## src/x86mov_pkg.sv

```systemverilog
// Shared types, opcode patterns and decode helpers for the 8086 MOV decoder.
// Used by every module under src; depends on nothing else.
`default_nettype none

package x86mov_pkg;

   // Opcode patterns of the four MOV forms, matched against the high opcode bits.
   localparam logic [5:0] OPC_RM_REG  = 6'b100010;
   localparam logic [6:0] OPC_IMM_RM  = 7'b1100011;
   localparam logic [3:0] OPC_IMM_REG = 4'b1011;
   localparam logic [5:0] OPC_ACC     = 6'b101000;

   localparam logic [2:0] RM_DIRECT    = 3'b110;
   localparam logic [1:0] MOD_MEM      = 2'b00;
   localparam logic [1:0] MOD_DISP8    = 2'b01;
   localparam logic [1:0] MOD_DISP16   = 2'b10;
   localparam logic [1:0] MOD_REGISTER = 2'b11;
   localparam logic [7:0] SEXT_HIGH    = 8'hFF;

   typedef enum logic [2:0] {
      FORM_RM_REG  = 3'd0,
      FORM_IMM_RM  = 3'd1,
      FORM_IMM_REG = 3'd2,
      FORM_ACC     = 3'd3,
      FORM_UNKNOWN = 3'd4
   } form_type;

   typedef enum logic [2:0] {
      PH_OPCODE  = 3'd0,
      PH_MODRM   = 3'd1,
      PH_DISP_LO = 3'd2,
      PH_DISP_HI = 3'd3,
      PH_IMM_LO  = 3'd4,
      PH_IMM_HI  = 3'd5
   } phase_type;

   typedef struct packed {
      form_type           form;
      logic               dir_bit;
      logic               wide;
      logic [2:0]         reg_field;
      logic [1:0]         mode_field;
      logic [2:0]         rm_field;
      logic               direct_address;
      logic signed [15:0] displacement;
      logic [15:0]        immediate;
      logic [7:0]         raw_opcode;
      logic [2:0]         length;
   } rec_type;

   // Handshake state passed between the pipeline stages.
   typedef struct packed {
      logic vld;
      logic adv;
   } stage_ctl_type;

   function automatic form_type form_of(input logic [7:0] op);
      form_type f;
      if (op[7:2] == OPC_RM_REG) f = FORM_RM_REG;
      else if (op[7:1] == OPC_IMM_RM) f = FORM_IMM_RM;
      else if (op[7:4] == OPC_IMM_REG) f = FORM_IMM_REG;
      else if (op[7:2] == OPC_ACC) f = FORM_ACC;
      else f = FORM_UNKNOWN;
      return f;
   endfunction

   // Number of displacement bytes, 0 to 2.
   function automatic logic [1:0] disp_len(input logic [7:0] op, input logic [7:0] modrm);
      form_type   f;
      logic [1:0] n;
      f = form_of(op);
      n = 2'd0;
      case (f)
         FORM_ACC: n = 2'd2;
         FORM_RM_REG, FORM_IMM_RM: begin
            case (modrm[7:6])
               MOD_MEM:    n = (modrm[2:0] == RM_DIRECT) ? 2'd2 : 2'd0;
               MOD_DISP8:  n = 2'd1;
               MOD_DISP16: n = 2'd2;
               default:    n = 2'd0;
            endcase
         end
         default: n = 2'd0;
      endcase
      return n;
   endfunction

   // Number of immediate bytes, 0 to 2.
   function automatic logic [1:0] imm_len(input logic [7:0] op);
      form_type   f;
      logic [1:0] n;
      f = form_of(op);
      case (f)
         FORM_IMM_RM:  n = op[0] ? 2'd2 : 2'd1;
         FORM_IMM_REG: n = op[3] ? 2'd2 : 2'd1;
         default:      n = 2'd0;
      endcase
      return n;
   endfunction

endpackage

`default_nettype wire

```

## src/x86mov_in_stage.sv

```systemverilog
// Input register for the code byte stream.
// Depends on x86mov_pkg for the stage control struct.
`default_nettype none

module x86mov_in_stage (
   input  wire logic                    clock,
   input  wire logic                    reset,
   input  wire logic                    req_valid,
   output logic                         req_stall,
   input  wire logic [7:0]              req_code_byte,
   input  wire logic                    adv,
   output x86mov_pkg::stage_ctl_type    ctl,
   output logic [7:0]                   code_byte
);

   logic       vld_ff;
   logic       vld_in;
   logic [7:0] byte_ff;

   // The register takes a new byte whenever its current one moves on or it is empty.
   assign req_stall = vld_ff && !adv;

   always_comb begin
      vld_in = vld_ff;
      if (!req_stall) vld_in = req_valid;
   end

   always_ff @(posedge clock) begin
      if (reset) begin
         vld_ff <= 1'b0;
      end else begin
         vld_ff <= vld_in;
      end
   end

   always_ff @(posedge clock) begin
      if (req_valid && !req_stall) byte_ff <= req_code_byte;
   end

   assign ctl.vld   = vld_ff;
   assign ctl.adv   = adv;
   assign code_byte = byte_ff;

endmodule

`default_nettype wire

```

## src/x86mov_parser.sv

```systemverilog
// Parse state machine: phase, held instruction bytes and the decoded record.
// Depends on x86mov_pkg for phase, form and record types and decode helpers.
`default_nettype none

module x86mov_parser (
   input  wire logic                      clock,
   input  wire logic                      reset,
   input  wire x86mov_pkg::stage_ctl_type ctl,
   input  wire logic [7:0]                code_byte,
   output logic                           done,
   output x86mov_pkg::rec_type            rec
);

   x86mov_pkg::phase_type phase_ff, phase_in;
   logic [7:0]  opcode_ff, opcode_in;
   logic [7:0]  modrm_ff, modrm_in;
   logic [15:0] disp_ff, disp_in;
   logic [15:0] imm_ff, imm_in;
   logic [2:0]  count_ff, count_in;
   logic [1:0]  dlen;
   logic [1:0]  ilen;
   x86mov_pkg::form_type f;

   // Lengths come from the held opcode; in the ModRM phase the incoming byte is the
   // ModRM byte.
   assign dlen = x86mov_pkg::disp_len(opcode_ff,
                    (phase_ff == x86mov_pkg::PH_MODRM) ? code_byte : modrm_ff);
   assign ilen = x86mov_pkg::imm_len(opcode_ff);

   // Next state and holds.
   always_comb begin
      phase_in  = phase_ff;
      opcode_in = opcode_ff;
      modrm_in  = modrm_ff;
      disp_in   = disp_ff;
      imm_in    = imm_ff;
      count_in  = count_ff + 3'd1;
      done      = 1'b0;
      case (phase_ff)
         x86mov_pkg::PH_MODRM: begin
            modrm_in = code_byte;
            if (dlen != 2'd0) phase_in = x86mov_pkg::PH_DISP_LO;
            else if (ilen != 2'd0) phase_in = x86mov_pkg::PH_IMM_LO;
            else done = 1'b1;
         end
         x86mov_pkg::PH_DISP_LO: begin
            if (dlen == 2'd2) begin
               disp_in  = {8'd0, code_byte};
               phase_in = x86mov_pkg::PH_DISP_HI;
            end else begin
               disp_in = {(code_byte[7] ? x86mov_pkg::SEXT_HIGH : 8'd0), code_byte};
               if (ilen != 2'd0) phase_in = x86mov_pkg::PH_IMM_LO;
               else done = 1'b1;
            end
         end
         x86mov_pkg::PH_DISP_HI: begin
            disp_in = {code_byte, disp_ff[7:0]};
            if (ilen != 2'd0) phase_in = x86mov_pkg::PH_IMM_LO;
            else done = 1'b1;
         end
         x86mov_pkg::PH_IMM_LO: begin
            imm_in = {8'd0, code_byte};
            if (ilen == 2'd2) phase_in = x86mov_pkg::PH_IMM_HI;
            else done = 1'b1;
         end
         x86mov_pkg::PH_IMM_HI: begin
            imm_in = {code_byte, imm_ff[7:0]};
            done   = 1'b1;
         end
         default: begin
            // Opcode byte; unused phase codes land here as well.
            opcode_in = code_byte;
            modrm_in  = 8'd0;
            disp_in   = 16'd0;
            imm_in    = 16'd0;
            count_in  = 3'd1;
            case (x86mov_pkg::form_of(code_byte))
               x86mov_pkg::FORM_RM_REG,
               x86mov_pkg::FORM_IMM_RM:  phase_in = x86mov_pkg::PH_MODRM;
               x86mov_pkg::FORM_IMM_REG: phase_in = x86mov_pkg::PH_IMM_LO;
               x86mov_pkg::FORM_ACC:     phase_in = x86mov_pkg::PH_DISP_LO;
               default:                  done = 1'b1;
            endcase
         end
      endcase
      if (done) phase_in = x86mov_pkg::PH_OPCODE;
   end

   // Record built from the holds as updated by this byte.
   assign f = x86mov_pkg::form_of(opcode_in);

   always_comb begin
      rec            = '0;
      rec.form       = f;
      rec.raw_opcode = opcode_in;
      rec.length     = count_in;
      case (f)
         x86mov_pkg::FORM_RM_REG, x86mov_pkg::FORM_IMM_RM: begin
            rec.dir_bit        = (f == x86mov_pkg::FORM_RM_REG) ? opcode_in[1] : 1'b0;
            rec.wide           = opcode_in[0];
            rec.reg_field      = modrm_in[5:3];
            rec.mode_field     = modrm_in[7:6];
            rec.rm_field       = modrm_in[2:0];
            rec.direct_address = (modrm_in[7:6] == x86mov_pkg::MOD_MEM) &&
                                 (modrm_in[2:0] == x86mov_pkg::RM_DIRECT);
            rec.displacement   = disp_in;
            rec.immediate      = imm_in;
         end
         x86mov_pkg::FORM_IMM_REG: begin
            rec.wide       = opcode_in[3];
            rec.reg_field  = opcode_in[2:0];
            rec.mode_field = x86mov_pkg::MOD_REGISTER;
            rec.immediate  = imm_in;
         end
         x86mov_pkg::FORM_ACC: begin
            rec.dir_bit        = opcode_in[1];
            rec.wide           = opcode_in[0];
            rec.rm_field       = x86mov_pkg::RM_DIRECT;
            rec.direct_address = 1'b1;
            rec.displacement   = disp_in;
         end
         default: begin
         end
      endcase
   end

   always_ff @(posedge clock) begin
      if (reset) begin
         phase_ff  <= x86mov_pkg::PH_OPCODE;
         opcode_ff <= 8'd0;
         modrm_ff  <= 8'd0;
         disp_ff   <= 16'd0;
         imm_ff    <= 16'd0;
         count_ff  <= 3'd0;
      end else if (ctl.adv) begin
         phase_ff  <= phase_in;
         opcode_ff <= opcode_in;
         modrm_ff  <= modrm_in;
         disp_ff   <= disp_in;
         imm_ff    <= imm_in;
         count_ff  <= count_in;
      end
   end

   a_done_restarts: assert property (@(posedge clock) disable iff (reset)
      (ctl.adv && done) |=> (phase_ff == x86mov_pkg::PH_OPCODE))
      else $error("parser did not return to the opcode phase after a record");

   a_len_range: assert property (@(posedge clock) disable iff (reset)
      done |-> (rec.length >= 3'd1 && rec.length <= 3'd6))
      else $error("record length out of range");

   a_unknown_len: assert property (@(posedge clock) disable iff (reset)
      (done && rec.form == x86mov_pkg::FORM_UNKNOWN) |-> (rec.length == 3'd1))
      else $error("unknown opcode record longer than one byte");

   a_adv_needs_byte: assert property (@(posedge clock) disable iff (reset)
      ctl.adv |-> ctl.vld)
      else $error("parser advanced without a byte");

endmodule

`default_nettype wire

```

## src/x86mov_rsp_stage.sv

```systemverilog
// Result register that holds one decoded record until it is taken.
// Depends on x86mov_pkg for the record type.
`default_nettype none

module x86mov_rsp_stage (
   input  wire logic                clock,
   input  wire logic                reset,
   input  wire logic                load,
   input  wire x86mov_pkg::rec_type rec,
   output logic                     rsp_valid,
   input  wire logic                rsp_stall,
   output logic                     blocked,
   output x86mov_pkg::rec_type      rsp_rec
);

   logic                vld_ff;
   logic                vld_in;
   x86mov_pkg::rec_type rec_ff;

   assign blocked = vld_ff && rsp_stall;

   always_comb begin
      vld_in = vld_ff;
      if (load) vld_in = 1'b1;
      else if (!rsp_stall) vld_in = 1'b0;
   end

   always_ff @(posedge clock) begin
      if (reset) begin
         vld_ff <= 1'b0;
      end else begin
         vld_ff <= vld_in;
      end
   end

   always_ff @(posedge clock) begin
      if (load) rec_ff <= rec;
   end

   assign rsp_valid = vld_ff;
   assign rsp_rec   = rec_ff;

   a_no_overwrite: assert property (@(posedge clock) disable iff (reset)
      load |-> !blocked)
      else $error("waiting record overwritten");

endmodule

`default_nettype wire

```

## src/x86_16_mov_decoder.sv

```systemverilog
// Top level of the 8086 MOV decoder: input register, parser and result register.
// Depends on x86mov_pkg, x86mov_in_stage, x86mov_parser and x86mov_rsp_stage.
//
//   channel  direction  handshake            payload
//   req      in         req_valid/req_stall  req_code_byte
//   rsp      out        rsp_valid/rsp_stall  rsp_form .. rsp_length
//
// One code byte is taken per cycle while req_stall is low; the phase register
// updates once per byte. The last byte of an instruction is held in the input
// register; the record then loads the result register and raises rsp_valid.
// Reset is synchronous and returns the parser to the opcode phase.
// While a record waits under rsp_stall, at most one further byte is taken.
`default_nettype none

module x86_16_mov_decoder (
   input  wire logic               clock,
   input  wire logic               reset,
   input  wire logic               req_valid,
   output logic                    req_stall,
   input  wire logic [7:0]         req_code_byte,
   output logic                    rsp_valid,
   input  wire logic               rsp_stall,
   output logic [2:0]              rsp_form,
   output logic                    rsp_dir_bit,
   output logic                    rsp_wide,
   output logic [2:0]              rsp_reg_field,
   output logic [1:0]              rsp_mode_field,
   output logic [2:0]              rsp_rm_field,
   output logic                    rsp_direct_address,
   output logic signed [15:0]      rsp_displacement,
   output logic [15:0]             rsp_immediate,
   output logic [7:0]              rsp_raw_opcode,
   output logic [2:0]              rsp_length
);

   x86mov_pkg::stage_ctl_type ctl;
   x86mov_pkg::rec_type       rec;
   x86mov_pkg::rec_type       rsp_rec;
   logic [7:0]                code_byte;
   logic                      done;
   logic                      blocked;
   logic                      adv;

   // A byte moves on unless a waiting record has not been taken yet.
   assign adv = ctl.vld && !blocked;

   x86mov_in_stage u_in (
      .clock         (clock),
      .reset         (reset),
      .req_valid     (req_valid),
      .req_stall     (req_stall),
      .req_code_byte (req_code_byte),
      .adv           (adv),
      .ctl           (ctl),
      .code_byte     (code_byte)
   );

   x86mov_parser u_parser (
      .clock     (clock),
      .reset     (reset),
      .ctl       (ctl),
      .code_byte (code_byte),
      .done      (done),
      .rec       (rec)
   );

   x86mov_rsp_stage u_rsp (
      .clock     (clock),
      .reset     (reset),
      .load      (adv && done),
      .rec       (rec),
      .rsp_valid (rsp_valid),
      .rsp_stall (rsp_stall),
      .blocked   (blocked),
      .rsp_rec   (rsp_rec)
   );

   assign rsp_form           = rsp_rec.form;
   assign rsp_dir_bit        = rsp_rec.dir_bit;
   assign rsp_wide           = rsp_rec.wide;
   assign rsp_reg_field      = rsp_rec.reg_field;
   assign rsp_mode_field     = rsp_rec.mode_field;
   assign rsp_rm_field       = rsp_rec.rm_field;
   assign rsp_direct_address = rsp_rec.direct_address;
   assign rsp_displacement   = rsp_rec.displacement;
   assign rsp_immediate      = rsp_rec.immediate;
   assign rsp_raw_opcode     = rsp_rec.raw_opcode;
   assign rsp_length         = rsp_rec.length;

endmodule

`default_nettype wire

```

## config.mk

```make
export PLATFORM = sky130hd
export DESIGN_NAME = x86_16_mov_decoder
export DESIGN_NICKNAME = d
export VERILOG_FILES = /design/src/x86mov_pkg.sv /design/src/x86mov_in_stage.sv /design/src/x86mov_parser.sv /design/src/x86mov_rsp_stage.sv /design/src/x86_16_mov_decoder.sv
export SDC_FILE = /design/constraint.sdc
export NUM_CORES = 1
export LEC_CHECK = 0
export BUFFER_PORTS_ARGS = -buffer_cell sky130_fd_sc_hd__buf_2
export CORE_MARGIN = 2
export CORE_UTILIZATION = 50
export DETAILED_ROUTE_END_ITERATION = 16
export GPL_TIMING_DRIVEN = 0
export PLACE_DENSITY_LB_ADDON = 0.1
export SLEW_MARGIN = 10
export SYNTH_ARGS = -nofsm -noshare
export SYNTH_HDL_FRONTEND = slang
export SYNTH_SLANG_ARGS = --single-unit
```

## constraint.sdc

```tcl
create_clock -name clock -period 12.43 [get_ports clock]
set_input_delay 1.243 -clock clock [delete_from_list [all_inputs] [get_ports clock]]
set_output_delay 1.243 -clock clock [all_outputs]
set_load 0.01 [all_outputs]
```

# == Word level (Yosys, flattened, before mapping) ==
# Cells that the tools add are included.
# totals
ff_bits,121
input_bits,12
wordCells,131
# classes
addsub,1
n_eq_ne,35
muxes,47
n_reduce_logical,28
# ops
operator,count
one-hot mux 16 bit (3 select lines),2
2-to-1 mux 3 bit,19
one-hot mux 20 bit (2 select lines),1
equality test 6 bit (second input constant),6
equality test 3 x 2 -> 1 bit (second input constant),8
2-to-1 mux 8 bit,3
equality test 7 bit (second input constant),3
2-to-1 mux 16 bit,1
one-hot mux 8 bit (2 select lines),1
one-hot mux 3 bit (5 select lines),1
equality test 3 x 1 -> 1 bit (second input constant),4
equality test 3 bit (second input constant),4
equality test 4 bit (second input constant),3
OR reduction 3 bit,4
one-hot mux 5 bit (2 select lines),1
zero test 3 bit,3
one-hot mux 3 bit (3 select lines),1
2-to-1 mux 1 bit,8
one-hot mux 2 bit (2 select lines),2
nonzero test 8 bit,1
OR reduction 4 bit,2
equality test 2 bit (second input constant),3
logical AND 1 bit,6
2-to-1 mux 2 bit,3
14 further kinds,21

# == Longest topological paths before layout ==
# depth
ltp_word,13
mapped_depth,9

# == Modules after synthesis ==
# From an unflattened synthesis, not the netlist that was laid out.
# hier_totals
cells_unflattened,552
hier_area_um2,5591.6
# modules_own_cells
mod,instances,cells_each,area_per_inst_um2,seq_area_each_um2
x86mov_parser,1,475,3523.4,1081.0
x86mov_rsp_stage,1,61,1747.9,1731.7
x86mov_in_stage,1,14,305.3,260.2
x86_16_mov_decoder,1,2,15.0,0.0

# == Worst setup path before layout ==
# Ideal clock, no wire load.
# synth_timing
path_type,reg2reg
from,register u_parser.phase_ff[0]
to,register u_rsp.rec_ff (netlist bit u_rsp.rsp_rec[0]) (enable)
setup_time_ns,0.472
arrival_ns,4.242
slack_ns,7.716
path_stages_with_launch,7
n_path_buf,0
cell_sequence,dfxtp_1 or3b_1 or4b_4 a31oi_4 nand4_2 or2_1 nor2_1
# synth_via
elab_chain_cells,10
word_cells_on_any_way,19
cone_classes,9 x eq/ne; 7 x mux; 3 x reduce/logical
# synth_lines
item,line,rtl
"start, declared",x86mov_parser.sv:14,"x86mov_pkg::phase_type phase_ff, phase_in;"
"start signal, assigned",x86mov_parser.sv:129,phase_ff <= x86mov_pkg::PH_OPCODE;
"start signal, assigned",x86mov_parser.sv:136,phase_ff <= phase_in;
equality test 3 x 1 -> 1 bit,"x86mov_parser.sv:27, x86mov_parser.sv:39",
2-to-1 mux 8 bit,x86mov_parser.sv:27,(phase_ff == x86mov_pkg::PH_MODRM) ? code_byte : modrm_ff);
equality test 3 bit,x86mov_pkg.sv:77,MOD_MEM: n = (modrm[2:0] == RM_DIRECT) ? 2'd2 : 2'd0;
2-to-1 mux 2 bit,x86mov_pkg.sv:77,
one-hot mux 2 bit (3 select lines),x86mov_pkg.sv:76,case (modrm[7:6])
one-hot mux 2 bit (2 select lines),x86mov_pkg.sv:73,case (f)
equality test 2 bit / nonzero test 2 bit (equally long branches),"x86mov_parser.sv:47, x86mov_parser.sv:42",
"2-to-1 mux 1 bit, on equally long branches","x86mov_parser.sv:47, x86mov_parser.sv:42",
one-hot mux 1 bit (5 select lines) *,x86mov_parser.sv:39,case (phase_ff)
logical AND 1 bit *,x86_16_mov_decoder.sv:70,".load (adv && done),"
named net u_rsp.load,x86mov_rsp_stage.sv:8,"input wire logic load,"
"end signal, assigned",x86mov_rsp_stage.sv:37,if (load) rec_ff <= rec;
"end, declared",x86mov_rsp_stage.sv:18,x86mov_pkg::rec_type rec_ff;
# The timed path passes the listed nets; every way through them passes the cells marked *.
# A chain may end at the register's enable or synchronous reset.

# == Worst setup path in the final report ==
# layout_timing
from,register u_in.byte_ff[7] (netlist: u_in.code_byte[7])
to,register u_rsp.rec_ff (netlist bit u_rsp.rsp_rec[27]) (enable)
# layout_via
elab_chain_cells,11
word_cells_on_any_way,27
cone_classes,10 x eq/ne; 12 x mux; 5 x reduce/logical
# layout_lines
item,line,rtl
"start, declared",x86mov_in_stage.sv:18,logic [7:0] byte_ff;
"start signal, assigned",x86mov_in_stage.sv:37,if (req_valid && !req_stall) byte_ff <= req_code_byte;
equality test 6 bit,x86mov_pkg.sv:62,else if (op[7:2] == OPC_ACC) f = FORM_ACC;
2-to-1 mux 3 bit,x86mov_pkg.sv:62,
2-to-1 mux 3 bit,x86mov_pkg.sv:61,else if (op[7:4] == OPC_IMM_REG) f = FORM_IMM_REG;
2-to-1 mux 3 bit,x86mov_pkg.sv:60,else if (op[7:1] == OPC_IMM_RM) f = FORM_IMM_RM;
2-to-1 mux 3 bit,x86mov_pkg.sv:59,if (op[7:2] == OPC_RM_REG) f = FORM_RM_REG;
2-to-1 mux 3 bit,x86mov_parser.sv:39,
equality test 3 x 1 -> 1 bit (tied with other cells),x86mov_parser.sv:77,case (x86mov_pkg::form_of(code_byte))
OR reduction 4 bit (no source line),--,
2-to-1 mux 1 bit,x86mov_parser.sv:77,
one-hot mux 1 bit (5 select lines) *,x86mov_parser.sv:39,
logical AND 1 bit *,x86_16_mov_decoder.sv:70,
named net u_rsp.load,x86mov_rsp_stage.sv:8,
# The timed path passes the listed nets; every way through them passes the cells marked *. The select of a mux whose other input is x is not followed.

==> metrics.md <==
| Metric | Value |
|---|---|
| Pwr Density | 139 nW/µm² |
| # setup viols final | 0 |
| Worst-path clk slew | 50 ps |
| Leak | 2.37 nW |
| Critical path endpoint category | flip-flop |
| Max-cap check violation count | 0 |
| Slew HR | 46.7% |
| Mean Syn Cell Area | 10.1 µm² |
| Synth Area in Simple Gates | 15.3% |
| Synth Area in XOR/XNOR | 0.156% |
| Number of global-route vias before repair | 4344 |
| Rows | 38 |
| Clock Latency Late Sink | 420 ps |
| Post-CTS Setup Inserts | 0 |
| Syn Inst Count | 560 |
| Startpoint Class | flip-flop |
| CP arrival | 3630 ps |
| Clk root buf | clkbuf_16 |
| Grt total ovfl | 0 |
| Clock power share | 45.2% |
| Cell accounting for the most synthesized area | edfxtp_1 |
| Final Max Slew Viols | 0 |
| WL per Instance | 19.0 µm |
| Deepest clock path buffer count | 2 |
| Via count | 4850 |
| Crit Path Class | reg -> reg |
| Synthesized flop and latch total | 121 |
| Initial Util | 51.5% |
| Post_cts resized | 0 |
| Final period utilization | 28.4% |
| Post-Place Cell Area | 6180 µm² |
| N_diodes | 0 |
| Antenna violations before repair | 0 |
| FMAX | 0.284 GHz |
| Port Buf Inserts | 70 |
| Drt pass-1 iters | 5 |
| Sum Neg Setup Slack | 0 ps |
| CP max FO | 32 |
| Vias per cell | 6.05 |
| DP Worst Slack | 8870 ps |
| Synth top area share | 34.7% |
| Seq/Total Area, Yosys | 54.6% |
| ANT nets after route | 0 |
| Fin Clk Skew | 9.70 ps |
| Main combinational cell family by area after synthesis | compound AO/OA/AOI/OAI gates |
| IO Pins | 71 |
| Hold Slack | 453 ps |
| CTS sink cnt | 121 |
| WHS Path Cells | 2 |
| Post-Syn Area | 5630 µm² |
| Synthesized net count | 573 |
| Most common cell after layout, fill and taps aside | buf_2 |
| Sequential power share | 47.7% |
| DR DRC count | 0 |
| Routed WL | 15.2 mm |
| Async SR Flop Fraction | 0% |
| CTS Buf Count | 17 |
| Status | complete, no violations |
| VDD IR-drop max | 73.0 µV |
| Share of cells above drive strength 1 | 18.7% |
| Req. time, crit path | 12530 ps |
| Post-DP HPWL | 10.2 mm |
| H-Tree Depth | 4 |
| Chip height | 110 µm |
| Post-synth EDFFs | 65 |
| Sw power | 0.000223 W |
| Cell internal pwr | 0.000703 W |
| Mux share of post-synthesis cell area | 0.533% |
| Maximum number of pins on one net before global-route repair | 33 |
| Synth Flop Type | edfxtp_1 |
| Switch share | 24.1% |
| Die area | 12100 µm² |
| Netlist cell types | 64 |
| First-pass GRT wire length | 23.3 mm |
| RSZ-0062 raised after global routing | false |
| Area contributors post-synth | edfxtp_1 (35%), dfxtp_1 (20%), a22oi_1 (7.6%), nor2_1 (5.1%), a21oi_1 (3.6%) |
| Crit path setup slack, layout | 8900 ps |
| Logic pwr share | 7.1% |
| CTS tree | yes |
| Synth Area in Adders | 0.222% |
| Slew of the pin with the lowest slew margin | 798 ps |
| Commonest non-fill, non-tap cells in the layout | buf_2 (81), nor2_1 (76), edfxtp_1 (65) |
| R2R depth | 8 |
| Post-layout nets | 663 |
| Hold_buf cts | 0 |
| Shortest period the worst path allows | 3530 ps |
| Routability Congestion | 0.933 |
| Synth-to-Final Area Change | 18.6% |
| Core area | 10900 µm² |
| Synth Area in Compound Gates | 23.6% |
| Synth Warn # | 0 |
| Fin area | 6680 µm² |
| Initial drt markers | 449 |
| Hold crit path type | reg -> reg |
| Chip width | 110 µm |
| GR Util All Layers | 26.0% |
| Design Power | 0.000926 W |
| Final Hold Fails | 0 |
[state kept, by name, summed over array words and instances, names as in the netlist]
| name | cells |
|---|---|
| u_parser.disp_ff | 16 |
| u_parser.count_ff | 3 |
| u_parser.opcode_ff | 8 |
| u_in.code_byte | 8 |
| u_rsp.rsp_rec | 57 |
| u_in.vld_ff | 1 |
| u_parser.phase_ff | 3 |
| u_rsp.rsp_valid | 1 |
| u_parser.modrm_ff | 8 |
| u_parser.imm_ff | 16 |
[final cells by class]
type                    instances  area (µm²)
fillers                       931        4260
flip-flops and latches        121        3070
multi-input cells             378        2250
clock buffers                  20         437
repair buffers                 71         370
plain buffers                  46         258
well taps                     140         175
clock inverters                11        58.8
inverters                      15        56.3
[cells by family (layout without fill, tap and decap cells)]
| group | after synthesis | after routing |
|---|---|---|
| compound gates | 194 | 194 |
| xor+xnor | 1 | 1 |
| fa+ha+maj | 1 | 1 |
| buf+inv | 61 | 163 |
| flops | 121 | 121 |
| mux | 3 | 3 |
| simple gates | 179 | 179 |
[stage by stage]
stage               instances  utilization, %
finish                    802            61.1
global route              802            61.1
detailed placement        771            56.5
global placement          770            56.3
floorplan                 560               -
CTS                       802            61.1
[path summary, 6_finish.rpt]
| path | startpoint | endpoint | slack (ps) |
|---|---|---|---|
| max | u_in.code_byte[7]$_DFFE_PP_ | u_rsp.rsp_rec[27]$_DFFE_PP_ | 8900 |
| min | u_parser.disp_ff[8]$_SDFFE_PP0P_ | u_parser.disp_ff[8]$_SDFFE_PP0P_ | 450 |
| max reg2reg | u_in.code_byte[7]$_DFFE_PP_ | u_rsp.rsp_rec[27]$_DFFE_PP_ | 8900 |
| min reg2reg | u_parser.disp_ff[8]$_SDFFE_PP0P_ | u_parser.disp_ff[8]$_SDFFE_PP0P_ | 450 |
[Yosys cell counts (2+ instances only)]
cell type,n
clkbuf_8,6
buf_2,11
dfxtp_1,56
mux2i_1,3
nor3_1,3
nand4_1,3
inv_1,14
o21ai_1,5
or3b_1,2
buf_1,2
nand2_1,40
nand4b_1,3
o22ai_1,5
o211ai_1,2
nor2b_1,7
a21o_1,9
a211o_1,2
o21bai_1,2
a21oi_1,41
a31oi_1,18
nand2b_1,2
a22oi_1,57
and3_1,6
a211oi_1,18
edfxtp_1,65
nor3b_1,3
o21ai_0,14
nand3_1,11
and2_1,5
clkbuf_1,25
a22o_1,8
a2111o_1,2
nor4b_1,2
a221oi_1,2
nor2_1,77
[power by group through the flow]
stage / Clock, W / Combinational, W / Sequential, W
final: 0.000419 / 0.0000654 / 0.000441
after global routing: 0.000441 / 0.0000709 / 0.000442
after CTS: 0.000422 / 0.0000648 / 0.000441
after detailed placement: 0 / 0.0000646 / 0.000449
after global placement: 0 / 0.0000618 / 0.000450
after floorplan: 0 / 0.0000346 / 0.000453
[layer usage]
metal / share of wire [%] / wire length [µm] / vias up / global-route usage, %
met5: 0 / 0 / - / 0
met4: 3.2 / 491 / 0 / 12.1
met3: 8.0 / 1210 / 37 / 6.11
met2: 44 / 6700 / 237 / 37.8
met1: 45 / 6820 / 2293 / 36.7
li1: - / - / 2283 / -
[critical path, stage by stage, from the launching register on]
cell      delay, ps
edfxtp_1        330
clkbuf_1        550
or2b_2          240
or4b_4          470
a31oi_4         250
nand4_2         160
or2_1           290
nor2_4          620
buf_12          290
Note: power is estimated with default switching activity, not from simulation.
